--- src/rtl/accel_decel_slew_limiter_defines.svh ---
`ifndef ACCEL_DECEL_SLEW_LIMITER_DEFINES_SVH
`define ACCEL_DECEL_SLEW_LIMITER_DEFINES_SVH

`define ADSL_ASSERT_SAME(label, clk, rst_n, ante, cons) \
    label: assert property (@(posedge clk) disable iff (!rst_n) (ante) |-> (cons)) \
        else $error("slew limiter check failed in the same cycle");

`define ADSL_ASSERT_NEXT(label, clk, rst_n, ante, cons) \
    label: assert property (@(posedge clk) disable iff (!rst_n) (ante) |=> (cons)) \
        else $error("slew limiter check failed in the next cycle");

`endif

--- src/rtl/adsl_pkg.sv ---
package adsl_pkg;

    localparam int SPEED_W   = 32;
    localparam int STEP_W    = 31;
    localparam int CFG_IDX_W = 2;

    typedef logic signed [SPEED_W-1:0] t_speed;
    typedef logic [STEP_W-1:0]         t_step;

    typedef enum logic [CFG_IDX_W-1:0] {
        CFG_ACCEL_STEP  = 2'd0,
        CFG_DECEL_STEP  = 2'd1,
        CFG_SPEED_LIMIT = 2'd2
    } t_cfg_idx;

    typedef struct packed {
        t_step accel_step;
        t_step decel_step;
    } t_ramp_cfg;

endpackage

--- src/rtl/accel_decel_slew_limiter.sv ---
// Path: a beat accepted into the input register passes through the ramp into the result register.
// Throughput: one beat per cycle unless the output stalls; the speed register
// updates in the same cycle as the result register, so the next input beat sees it.
// Reset clears the three step and limit registers, the kept speed and both
// valid flags; no result beat is pending after reset.
module accel_decel_slew_limiter (
    input  logic                             i_clk,
    input  logic                             i_rst_n,
    input  logic                             i_valid,
    output logic                             o_ready,
    input  adsl_pkg::t_speed                 i_target_speed,
    output logic                             o_valid,
    input  logic                             i_ready,
    output adsl_pkg::t_speed                 o_ramped_speed,
    input  logic                             i_cfg_valid,
    output logic                             o_cfg_ready,
    input  logic [adsl_pkg::CFG_IDX_W-1:0]   i_cfg_index,
    input  adsl_pkg::t_step                  i_cfg_data
);

    `include "accel_decel_slew_limiter_defines.svh"

    adsl_pkg::t_ramp_cfg               r_cfg;
    adsl_pkg::t_step                   r_speed_limit;
    logic                              r_in_valid;
    adsl_pkg::t_speed                  r_tgt;
    logic                              r_out_valid;
    adsl_pkg::t_speed                  r_out;
    adsl_pkg::t_speed                  r_cur_speed;

    logic                              w_advance;
    logic signed [adsl_pkg::SPEED_W:0] w_tgt_ext;
    logic signed [adsl_pkg::SPEED_W:0] w_lim;
    logic signed [adsl_pkg::SPEED_W:0] w_neg_lim;
    adsl_pkg::t_speed                  n_tgt;
    adsl_pkg::t_speed                  w_next;

    assign w_advance   = !r_out_valid || i_ready;
    assign o_ready     = !r_in_valid || w_advance;
    assign o_valid     = r_out_valid;
    assign o_ramped_speed = r_out;
    assign o_cfg_ready = 1'b1;

    // The target is clamped on the way into the input register.
    assign w_tgt_ext = {i_target_speed[adsl_pkg::SPEED_W-1], i_target_speed};
    assign w_lim     = $signed({2'b00, r_speed_limit});
    assign w_neg_lim = -w_lim;

    always_comb begin
        if (w_tgt_ext > w_lim) begin
            n_tgt = w_lim[adsl_pkg::SPEED_W-1:0];
        end else if (w_tgt_ext < w_neg_lim) begin
            n_tgt = w_neg_lim[adsl_pkg::SPEED_W-1:0];
        end else begin
            n_tgt = i_target_speed;
        end
    end

    adsl_ramp u_ramp (
        .i_target  (r_tgt),
        .i_current (r_cur_speed),
        .i_cfg     (r_cfg),
        .o_next    (w_next)
    );

    always_ff @(posedge i_clk) begin
        if (!i_rst_n) begin
            r_cfg         <= '0;
            r_speed_limit <= '0;
            r_in_valid    <= 1'b0;
            r_out_valid   <= 1'b0;
            r_cur_speed   <= '0;
        end else begin
            if (i_cfg_valid && o_cfg_ready) begin
                unique case (adsl_pkg::t_cfg_idx'(i_cfg_index))
                    adsl_pkg::CFG_ACCEL_STEP:  r_cfg.accel_step <= i_cfg_data;
                    adsl_pkg::CFG_DECEL_STEP:  r_cfg.decel_step <= i_cfg_data;
                    adsl_pkg::CFG_SPEED_LIMIT: r_speed_limit    <= i_cfg_data;
                    default: begin
                    end
                endcase
            end
            if (o_ready) begin
                r_in_valid <= i_valid;
            end
            if (w_advance) begin
                r_out_valid <= r_in_valid;
                if (r_in_valid) begin
                    r_cur_speed <= w_next;
                end
            end
        end
    end

    always_ff @(posedge i_clk) begin
        if (i_valid && o_ready) begin
            r_tgt <= n_tgt;
        end
        if (w_advance && r_in_valid) begin
            r_out <= w_next;
        end
    end

    `ADSL_ASSERT_SAME(a_out_matches_state, i_clk, i_rst_n,
        r_out_valid, r_out == r_cur_speed)
    `ADSL_ASSERT_NEXT(a_state_holds_on_stall, i_clk, i_rst_n,
        r_out_valid && !i_ready, $stable(r_cur_speed))
    `ADSL_ASSERT_SAME(a_full_blocks_input, i_clk, i_rst_n,
        r_in_valid && r_out_valid && !i_ready, !o_ready)

endmodule

--- src/rtl/adsl_ramp.sv ---
module adsl_ramp (
    input  adsl_pkg::t_speed    i_target,
    input  adsl_pkg::t_speed    i_current,
    input  adsl_pkg::t_ramp_cfg i_cfg,
    output adsl_pkg::t_speed    o_next
);

    logic                              w_fwd;
    logic                              w_acc;
    adsl_pkg::t_step                   w_step_mag;
    logic signed [adsl_pkg::SPEED_W:0] w_diff;
    logic [adsl_pkg::SPEED_W:0]        w_gap;
    logic [adsl_pkg::SPEED_W-1:0]      w_cur_mag;
    logic signed [adsl_pkg::SPEED_W+1:0] w_step_ext;
    logic signed [adsl_pkg::SPEED_W+1:0] w_sum;
    logic signed [adsl_pkg::SPEED_W+1:0] w_ramp;
    logic signed [adsl_pkg::SPEED_W+1:0] w_max;
    logic signed [adsl_pkg::SPEED_W+1:0] w_min;

    assign w_fwd = (i_current > $signed({adsl_pkg::SPEED_W{1'b0}}));
    assign w_acc = w_fwd ? (i_target >= i_current) : (i_target <= i_current);
    assign w_step_mag = w_acc ? i_cfg.accel_step : i_cfg.decel_step;

    assign w_diff = {i_target[adsl_pkg::SPEED_W-1], i_target}
                  - {i_current[adsl_pkg::SPEED_W-1], i_current};
    assign w_gap = w_diff[adsl_pkg::SPEED_W] ? $unsigned(-w_diff) : $unsigned(w_diff);

    assign w_cur_mag = i_current[adsl_pkg::SPEED_W-1] ? $unsigned(-i_current)
                                                      : $unsigned(i_current);

    assign w_step_ext = w_acc ? $signed({3'b000, w_step_mag})
                              : -$signed({3'b000, w_step_mag});
    assign w_sum  = $signed({2'b00, w_cur_mag}) + w_step_ext;
    assign w_ramp = w_fwd ? w_sum : -w_sum;

    assign w_max = $signed({3'b000, {(adsl_pkg::SPEED_W-1){1'b1}}});
    assign w_min = $signed({3'b111, {(adsl_pkg::SPEED_W-1){1'b0}}});

    always_comb begin
        if (w_gap < {2'b00, w_step_mag}) begin
            o_next = i_target;
        end else if (w_ramp > w_max) begin
            o_next = w_max[adsl_pkg::SPEED_W-1:0];
        end else if (w_ramp < w_min) begin
            o_next = w_min[adsl_pkg::SPEED_W-1:0];
        end else begin
            o_next = w_ramp[adsl_pkg::SPEED_W-1:0];
        end
    end

endmodule
--- config.mk ---
export PLATFORM = sky130hd
export DESIGN_NAME = accel_decel_slew_limiter
export DESIGN_NICKNAME = d
export VERILOG_FILES = /design/src/rtl/adsl_pkg.sv /design/src/rtl/accel_decel_slew_limiter.sv /design/src/rtl/adsl_ramp.sv
export VERILOG_INCLUDE_DIRS = /design/src /design/src/rtl
export SDC_FILE = /design/constraint.sdc
export NUM_CORES = 1
export LEC_CHECK = 0
export ABC_AREA = 1
export ABC_CLOCK_PERIOD_IN_PS = 18300
export BUFFER_PORTS_ARGS = -buffer_cell sky130_fd_sc_hd__buf_2
export CAP_MARGIN = 20
export CORE_UTILIZATION = 35
export CTS_CLUSTER_SIZE = 8
export DETAILED_ROUTE_END_ITERATION = 7
export GPL_TIMING_DRIVEN = 1
export PLACE_DENSITY = 0.61
export SETUP_SLACK_MARGIN = 0.2
export SYNTH_ARGS = -nofsm -noshare
export SYNTH_HDL_FRONTEND = slang
export SYNTH_SLANG_ARGS = --single-unit
--- constraint.sdc ---
create_clock -name i_clk -period 18.3 [get_ports i_clk]
set_clock_uncertainty 0.05 [all_clocks]
set_input_delay 3.66 -clock i_clk [delete_from_list [all_inputs] [get_ports i_clk]]
set_output_delay 3.66 -clock i_clk [all_outputs]
set_load 0.01 [all_outputs]
==> reports/summary.txt, run 1 <==
outcome: finished clean
Die Span Y: 230.2 µm
met3 Resource Use GR: 2.654%
Final Hold Viols: 0
final setup vio count: 0
Setup crit start kind: flop
Remaining Overflow, GRT: 0
share of post-route cells with drive strength above 1: 7.999%
fin. max-slew vios: 0
fin crit share: 48.83%
largest net degree at the start of global routing: 93
clk sinks: 191
worst skew pair latency: 480 ps
gr busiest metal: met2
Crit-path slowest cell: nand3_4
TritonCTS clock tree: built
initial antenna violation count: 2
post-CTS sizing: 0
GRT Total Usage: 21.20%
Synth area leaders: dfxtp_1, nand2_1, ha_1
VDD IR max: 0.1369 mV
FILL cells: 5672
Reg clk slew, reported paths: 80 ps
Die Wd: 230.2 µm
Yosys warnings: 0
multi-input combinational cell area: 0.01178 mm²
CP arrival: 9120 ps
main flop type after synthesis: dfxtp_1
Setup crit end kind: flop
RSZ-0062 raised after global routing: false
site row count: 83
vias in the first global route: 16559
mapped cell area: 0.01822 mm²
vias per std cell: 5.036
Inserted Clock Buffers: 17
layout net count: 3083
Fmax: 0.1119 GHz
met1 usage: 30.96%
Mapped Cells: 2802
Tmin final: 8937 ps
Worst-Margin Slew: 916.5 ps
Yosys reg bits: 191
number of enable flip-flop cells after synthesis: 64
Ports: 105
CP max FO: 48
Synth top area share: 13.95%
worst hold path type: reg -> reg
Setup CP Type: reg -> reg
met2 usage: 32.84%
Leak: 9.413 nW
DP HPWL: 45.53 mm
most used cell, CP: nand2_1
count of different cell masters after synthesis: 59
area leader, netlist: dfxtp_1
die area: 0.05298 mm²
Initial DRT Pass Iterations: 6
Syn Nets: 3035
remaining antenna violation count: 0
Placer Congestion: 0.9700
initial core utilization: 35.45%
Post-CTS Setup Inserts: 0
number of diodes: 0
Slew HR: 38.90%
Port Buf Inserts: 103
routed wire length: 56.01 mm
first-pass GRT wire length: 88.38 mm
setup tns final: 0 ps
DRT iter0 DRCs: 1380
core area: 0.05141 mm²
Vias: 17844
Power Density: 216.1 mW/mm²
count leader, synth: nand2_1
Seq. cell area: 0.004464 mm²
wire per inst: 15.81 µm
max-cap viol count: 0
most common library cells after synthesis: nand2_1, inv_1, a21oi_1, nor2_1, o21ai_0
worst path required time: 18490 ps
Area Overhead vs Synth: 9.242%
syn avg cell area: 6.503 µm²
root buffer cell: clkbuf_16
Crit path largest cell delay: 740 ps
Design Power: 4.302 mW
cts hold-fix bufs: 0
DRC: 0
H-tree Lvls: 4
clk buf depth: 2
register area share after synthesis: 24.50%
asr flop ratio synth: 0%
==> per-stage QoR <==
step / util, % / cells / setup WS, ps / cell area (µm²) / hold WS, ps
floorplan: - / 2802 / 10730 / 18220 / 379.7
global placement: 37.45 / 3509 / 9521 / 19250 / 391.2
detailed placement: 37.45 / 3509 / 9463 / 19250 / 397.7
CTS: 38.62 / 3541 / 9389 / 19850 / 408.1
global route: 38.72 / 3543 / 8379 / 19910 / 418.1
finish: 38.72 / 3543 / 9363 / 19910 / 407.0
==> worst max-delay path: cells and delay by family (launching register included) <==
family	cells	cell delay, ps
AOI/OAI and AO/OA	4	1460
buffers and inverters	8	980
and+or+nand+nor	30	4830
DFF	1	310
xor gates and xnor gates	1	290
adders and majority gates	2	730
==> layout by cell type (no fill, tap or decap), drive strengths merged, types with 6 or more instances in the layout <==
cell type	Yosys	layout
nand2	706	706
inv	412	419
a21oi	259	259
nor2	255	255
o21ai	225	225
ha	161	161
dfxtp	127	127
xor2	117	117
buf	25	117
nand3	113	113
nand4	75	75
edfxtp	64	64
nor3	44	44
o211ai	37	37
xnor2	29	29
clkbuf	63	17
nor4	11	11
o21bai	10	10
nand3b	8	8
clkinv	2	7
a21o	6	6
a31oi	6	6
a211oi	6	6
==> kinds of logic after synthesis <==
family / share of synthesized area (%)
AO/OA/AOI/OAI: 17.28
buffers and inverters: 11.07
other: 0.02058
multiplexers: 0.1099
flip-flops: 24.50
AND/OR/NAND/NOR: 28.73
XOR/XNOR: 7.017
adder cells (fa/ha/maj): 11.27
==> layer usage <==
| layer | routed length [µm] | vias to the layer above |
|---|---|---|
| met5 | 13 | - |
| met4 | 712 | 2 |
| met3 | 3067 | 43 |
| met2 | 24030 | 421 |
| met1 | 28180 | 8076 |
| li1 | - | 9302 |
==> sequential cells by signal (all words and copies together) (netlist names) <==
name            count
r_cfg              62
o_valid             1
o_ramped_speed     32
r_speed_limit      31
r_cur_speed        32
r_tgt              32
r_in_valid          1
==> layout make-up <==
cell class                      instances  area share, %
Timing Repair Buffer                  117          3.331
Sequential cell                       191          22.43
Inverter                              414          7.806
Multi-Input combinational cell       2109          59.16
Clock buffer                           17          2.137
Tap cell                              680          4.274
Clock inverter                         15         0.8674
==> path summary, 6_finish.rpt <==
kind              slack [ps]                          from                           to  cells after the start
setup / recovery        9360  r_cur_speed[31]$_SDFFE_PN0P_  o_ramped_speed[1]$_DFFE_PP_                     45
hold / removal           410        r_cfg[35]$_SDFFE_PN0P_       r_cfg[35]$_SDFFE_PN0P_                      2
setup reg to reg        9360  r_cur_speed[31]$_SDFFE_PN0P_  o_ramped_speed[1]$_DFFE_PP_                     45
hold reg to reg          410        r_cfg[35]$_SDFFE_PN0P_       r_cfg[35]$_SDFFE_PN0P_                      2
==> report_power, final <==
group	switching [mW]	total (mW)	internal [mW]	leakage [nW]
logic	2.18	3.27	1.09	7.47
registers	0.0529	0.641	0.588	1.66
clock network	0.197	0.392	0.195	0.289
No activity file was read; power rests on OpenSTA's default activity.
==> run 2, diff against run 1 <==
--- a/config.mk
+++ b/config.mk
@@ -7,7 +7,7 @@
 export NUM_CORES = 1
 export LEC_CHECK = 0
 export ABC_AREA = 1
-export ABC_CLOCK_PERIOD_IN_PS = 18300
+export ABC_CLOCK_PERIOD_IN_PS = 8250
 export BUFFER_PORTS_ARGS = -buffer_cell sky130_fd_sc_hd__buf_2
 export CAP_MARGIN = 20
 export CORE_UTILIZATION = 35
==> constraint.sdc (replaced) <==
create_clock -name i_clk -period 8.25 [get_ports i_clk]
set_clock_uncertainty 0.05 [all_clocks]
set_input_delay 1.65 -clock i_clk [delete_from_list [all_inputs] [get_ports i_clk]]
set_output_delay 1.65 -clock i_clk [all_outputs]
set_load 0.01 [all_outputs]
==> reports/summary.txt, run 2 (same netlist as run 1, synthesis figures left out) <==
Hold Startpoint: r_cfg[42]$_SDFFE_PN0P_
die area: 0.05298 mm²
Die Span Y: 230.2 µm
largest net degree at the start of global routing: 97
vias per std cell: 5.034
Setup CP Type: reg -> reg
Worst R2R Setup Slack: 760 ps
Crit path largest cell delay: 530 ps
wire per inst: 15.93 µm
Area Overhead vs Synth: 10.64%
site row count: 83
Initial DRT Pass Iterations: 5
Reg clk slew, reported paths: 70 ps
Seq. cell area: 0.004464 mm²
DP HPWL: 45.63 mm
worst hold path cell count: 2
outcome: finished clean
Slew HR: 35.53%
fin. max-slew vios: 0
Remaining Overflow, GRT: 0
worst skew pair latency: 490 ps
clk sinks: 191
most common cell after layout, fill and taps aside: nand2_1
DRC: 0
Tmin final: 7485 ps
Final Hold Viols: 0
initial core utilization: 35.45%
multi-input combinational cell area: 0.01190 mm²
most frequent cells in the layout: nand2_1, inv_1, a21oi_1
Reg with most FFs: r_cfg
Min-Delay Endpoint: r_cfg[42]$_SDFFE_PN0P_
remaining antenna violation count: 0
max FFs per register: 62
CP max FO: 29
Vias: 17941
setup tns final: 0 ps
number of diodes: 0
first-pass GRT wire length: 88.75 mm
Fmax: 0.1336 GHz
Placer Congestion: 0.9249
worst path required time: 8440 ps
core area: 0.05141 mm²
final setup vio count: 0
fin crit share: 90.73%
RR Endpoint: o_ramped_speed[7]$_DFFE_PP_
R2R cell count: 47
DRT iter0 DRCs: 1127
root buffer cell: clkbuf_16
Die Wd: 230.2 µm
CP arrival: 7670 ps
share of post-route cells with drive strength above 1: 9.050%
H-tree Lvls: 4
RSZ-0062 raised after global routing: true
Port Buf Inserts: 103
worst hold path type: reg -> reg
placed insts: 3517
Crit-path slowest cell: edfxtp_1
clk buf depth: 2
routed wire length: 56.78 mm
Ports: 105
cts hold-fix bufs: 0
FILL cells: 5546
TritonCTS clock tree: built
max-cap viol count: 0
Setup crit start kind: flop
GRT Total Usage: 21.28%
most used cell, CP: nand2_1
worst r2r src: r_tgt[12]$_DFFE_PP_
Setup crit end kind: flop
Inserted Clock Buffers: 17
Non-Filler Instances: 3564
Worst-Margin Slew: 967.1 ps
vias in the first global route: 16630
layout net count: 3104
initial antenna violation count: 0
==> run 2: through the flow <==
step / setup WS [ps] / instance area [µm²] / hold slack [ps] / utilization (%)
2_1_floorplan: 1682 / 18220 / 379.7 / -
6_report: 764.6 / 20160 / 403.4 / 39.22
4_1_cts: 337.1 / 19880 / 406.8 / 38.68
3_5_place_dp: 390.9 / 19310 / 396.0 / 37.57
3_3_place_gp: 433.6 / 19310 / 392.0 / 37.57
5_1_grt: 172.7 / 20160 / 426.5 / 39.22
==> run 2: timing repair <==
item / CTS / global route
buffers inserted: 0 / 9
setup endpoints to repair: 0 / 62
resized for setup: 0 / 20
==> run 2: per-layer routing <==
layer | part of all wire (%) | global-route usage, %
met1 | 49 | 30.64
met2 | 43 | 32.63
met3 | 5.6 | 2.629
met4 | 2.7 | 6.829
met5 | 0 | 0
==> run 2: final cells by class <==
| class | count | area share, % |
|---|---|---|
| inverter | 414 | 7.708 |
| sequential | 191 | 22.14 |
| tap | 680 | 4.220 |
| clock buffer | 17 | 2.110 |
| multi-input combinational | 2113 | 59.03 |
| timing repair buffer | 134 | 4.077 |
| clock inverter | 15 | 0.7137 |
==> run 2: worst max-delay path, delay by kind of cell, from the launching register on <==
kind / cells / cell delay, ps
compound gates: 4 / 740
flops: 1 / 530
xor+xnor: 1 / 280
buf+inv: 7 / 820
fa+ha+maj: 2 / 870
simple gates: 33 / 3910
==> run 2: worst max-delay path by stage <==
| stage | endpoint | start |
|---|---|---|
| floorplan | o_ramped_speed[0]$_DFFE_PP_ | r_cur_speed[31]$_SDFFE_PN0P_ |
| global placement | o_ramped_speed[2]$_DFFE_PP_ | r_tgt[12]$_DFFE_PP_ |
| detailed placement | o_ramped_speed[28]$_DFFE_PP_ | r_tgt[12]$_DFFE_PP_ |
| CTS | o_ramped_speed[28]$_DFFE_PP_ | r_tgt[28]$_DFFE_PP_ |
| global route | o_ramped_speed[22]$_DFFE_PP_ | r_cur_speed[3]$_SDFFE_PN0P_ |
| finish | o_ramped_speed[7]$_DFFE_PP_ | r_tgt[12]$_DFFE_PP_ |
Power of run 2 is left out: the tool's default activity adds up to more than one toggle a clock period on the data nets, which glitch-free logic cannot reach.
==> run 3, diff against run 2 <==
--- a/config.mk
+++ b/config.mk
@@ -14,7 +14,7 @@
 export CTS_CLUSTER_SIZE = 8
 export DETAILED_ROUTE_END_ITERATION = 7
 export GPL_TIMING_DRIVEN = 1
-export PLACE_DENSITY = 0.61
+export PLACE_DENSITY_LB_ADDON = 0.2
 export SETUP_SLACK_MARGIN = 0.2
 export SYNTH_ARGS = -nofsm -noshare
 export SYNTH_HDL_FRONTEND = slang
==> reports/summary.txt, run 3 (same netlist as run 1, synthesis figures left out) <==
most frequent cells in the layout: nand2_1, inv_1, a21oi_1
Slew HR: 38.76%
final setup vio count: 0
met2 usage: 38.48%
worst hold path type: reg -> reg
DP HPWL: 50.87 mm
outcome: finished clean
Die Wd: 230.2 µm
Area Overhead vs Synth: 11.19%
DRT iter0 DRCs: 1358
CP Launch Point: r_tgt[18]$_DFFE_PP_
number of diodes: 0
DRC: 0
Final Hold Viols: 0
Remaining Overflow, GRT: 0
CP max FO: 29
Setup CP Type: reg -> reg
fin. max-slew vios: 0
Crit path depth: 46
Setup crit start kind: flop
vias in the first global route: 17471
RSZ-0062 raised after global routing: false
gr busiest metal: met2
remaining antenna violation count: 0
worst skew pair latency: 520 ps
initial antenna violation count: 1
share of post-route cells with drive strength above 1: 9.972%
Crit path largest cell delay: 520 ps
Setup crit end kind: flop
TritonCTS clock tree: built
die area: 0.05298 mm²
Worst R2R Setup Slack: 860 ps
Reg clk slew, reported paths: 80 ps
FILL cells: 5654
vias per std cell: 5.071
CP Buf/Inv Count: 9
initial core utilization: 35.45%
Ports: 105
H-tree Lvls: 4
wire per inst: 17.23 µm
Vias: 18094
Worst-Margin Slew: 918.6 ps
most used cell, CP: nand2_1
max FFs per register: 62
clk buf depth: 2
Inserted Clock Buffers: 17
met1 usage: 31.33%
max-cap viol count: 0
layout net count: 3108
most common cell after layout, fill and taps aside: nand2_1
RR Endpoint: o_ramped_speed[6]$_DFFE_PP_
Tmin final: 7387 ps
routed wire length: 61.48 mm
Fmax: 0.1354 GHz
fin crit share: 89.54%
crit path capture: o_ramped_speed[6]$_DFFE_PP_
Die Span Y: 230.2 µm
worst path required time: 8470 ps
Initial DRT Pass Iterations: 5
core area: 0.05141 mm²
Reg with most FFs: r_cfg
minimum hold slack: 405.8 ps
cts hold-fix bufs: 0
Port Buf Inserts: 103
Placer Congestion: 0.9266
setup tns final: 0 ps
met3 Resource Use GR: 3.162%
site row count: 83
largest net degree at the start of global routing: 93
CP arrival: 7600 ps
Crit-path slowest cell: edfxtp_1
root buffer cell: clkbuf_16
kind of cell adding the most delay to the critical path: simple AND/OR/NAND/NOR gates
clk sinks: 191
R2R cell count: 46
first-pass GRT wire length: 95.16 mm
GRT Total Usage: 23.39%
worst r2r src: r_tgt[18]$_DFFE_PP_
==> run 3: changes by cell type in the layout (fill, tap and decap cells not counted), moves of 3 or more <==
cell and delta:
a21oi_1 -5, a21oi_2 +5, buf_12 +3, buf_4 +8, buf_6 -3, clkinv_8 +3
dfxtp_1 -6, dfxtp_2 +6, ha_1 -11, ha_2 +12, nand3_4 -3, nor3_1 -3
==> run 3: how the worst min path moves through the flow <==
stage / from / end / slack, ps / cells after the start
final: r_cfg[61]$_SDFFE_PN0P_ / r_cfg[61]$_SDFFE_PN0P_ / 410 / 2
after global routing: r_cfg[8]$_SDFFE_PN0P_ / r_cfg[8]$_SDFFE_PN0P_ / 420 / 2
after CTS: r_cfg[40]$_SDFFE_PN0P_ / r_cfg[40]$_SDFFE_PN0P_ / 410 / 2
after detailed placement: r_cfg[40]$_SDFFE_PN0P_ / r_cfg[40]$_SDFFE_PN0P_ / 400 / 2
after global placement: r_cfg[5]$_SDFFE_PN0P_ / r_cfg[5]$_SDFFE_PN0P_ / 390 / 2
after floorplan: r_cfg[35]$_SDFFE_PN0P_ / r_cfg[35]$_SDFFE_PN0P_ / 380 / 2
==> run 3: layout make-up <==
type / instances / area [µm²] / area share (%)
timing repair buffer: 141 / 893.4 / 4.409
clock inverter: 15 / 177.7 / 0.8769
clock buffer: 17 / 425.4 / 2.100
sequential: 191 / 4472 / 22.07
multi-input combinational: 2110 / 11890 / 58.67
tap: 680 / 850.8 / 4.199
inverter: 414 / 1554 / 7.670
==> run 3: worst min-delay path: stages, from the launching register on <==
cell	delay (ps)
dfxtp_1	300
inv_1	60
a21oi_1	50
==> run 3: what timing repair did <==
action                                  CTS  global route
pin swaps                                 0             5
cloned                                    0             1
gates resized for setup                   1            41
buffers inserted                          0            11
endpoints found under the setup margin    4            64
==> run 3: layer usage <==
metal,vias up,wire [µm]
li1,9349,-
met3,60,2722
met1,8306,29270
met5,-,0
met2,379,27990
met4,0,1494
==> run 3: through the flow <==
step           util, %  std cells  worst slack, ps  cell area, µm²
6_report         39.41       3568            863.2           20260
4_1_cts          38.92       3555            278.9           20010
2_1_floorplan        -       2802             1682           18220
3_3_place_gp     37.69       3522            272.1           19380
5_1_grt          39.41       3568            203.4           20260
3_5_place_dp     37.75       3523            214.9           19400
Power of run 3 is left out for the same reason.
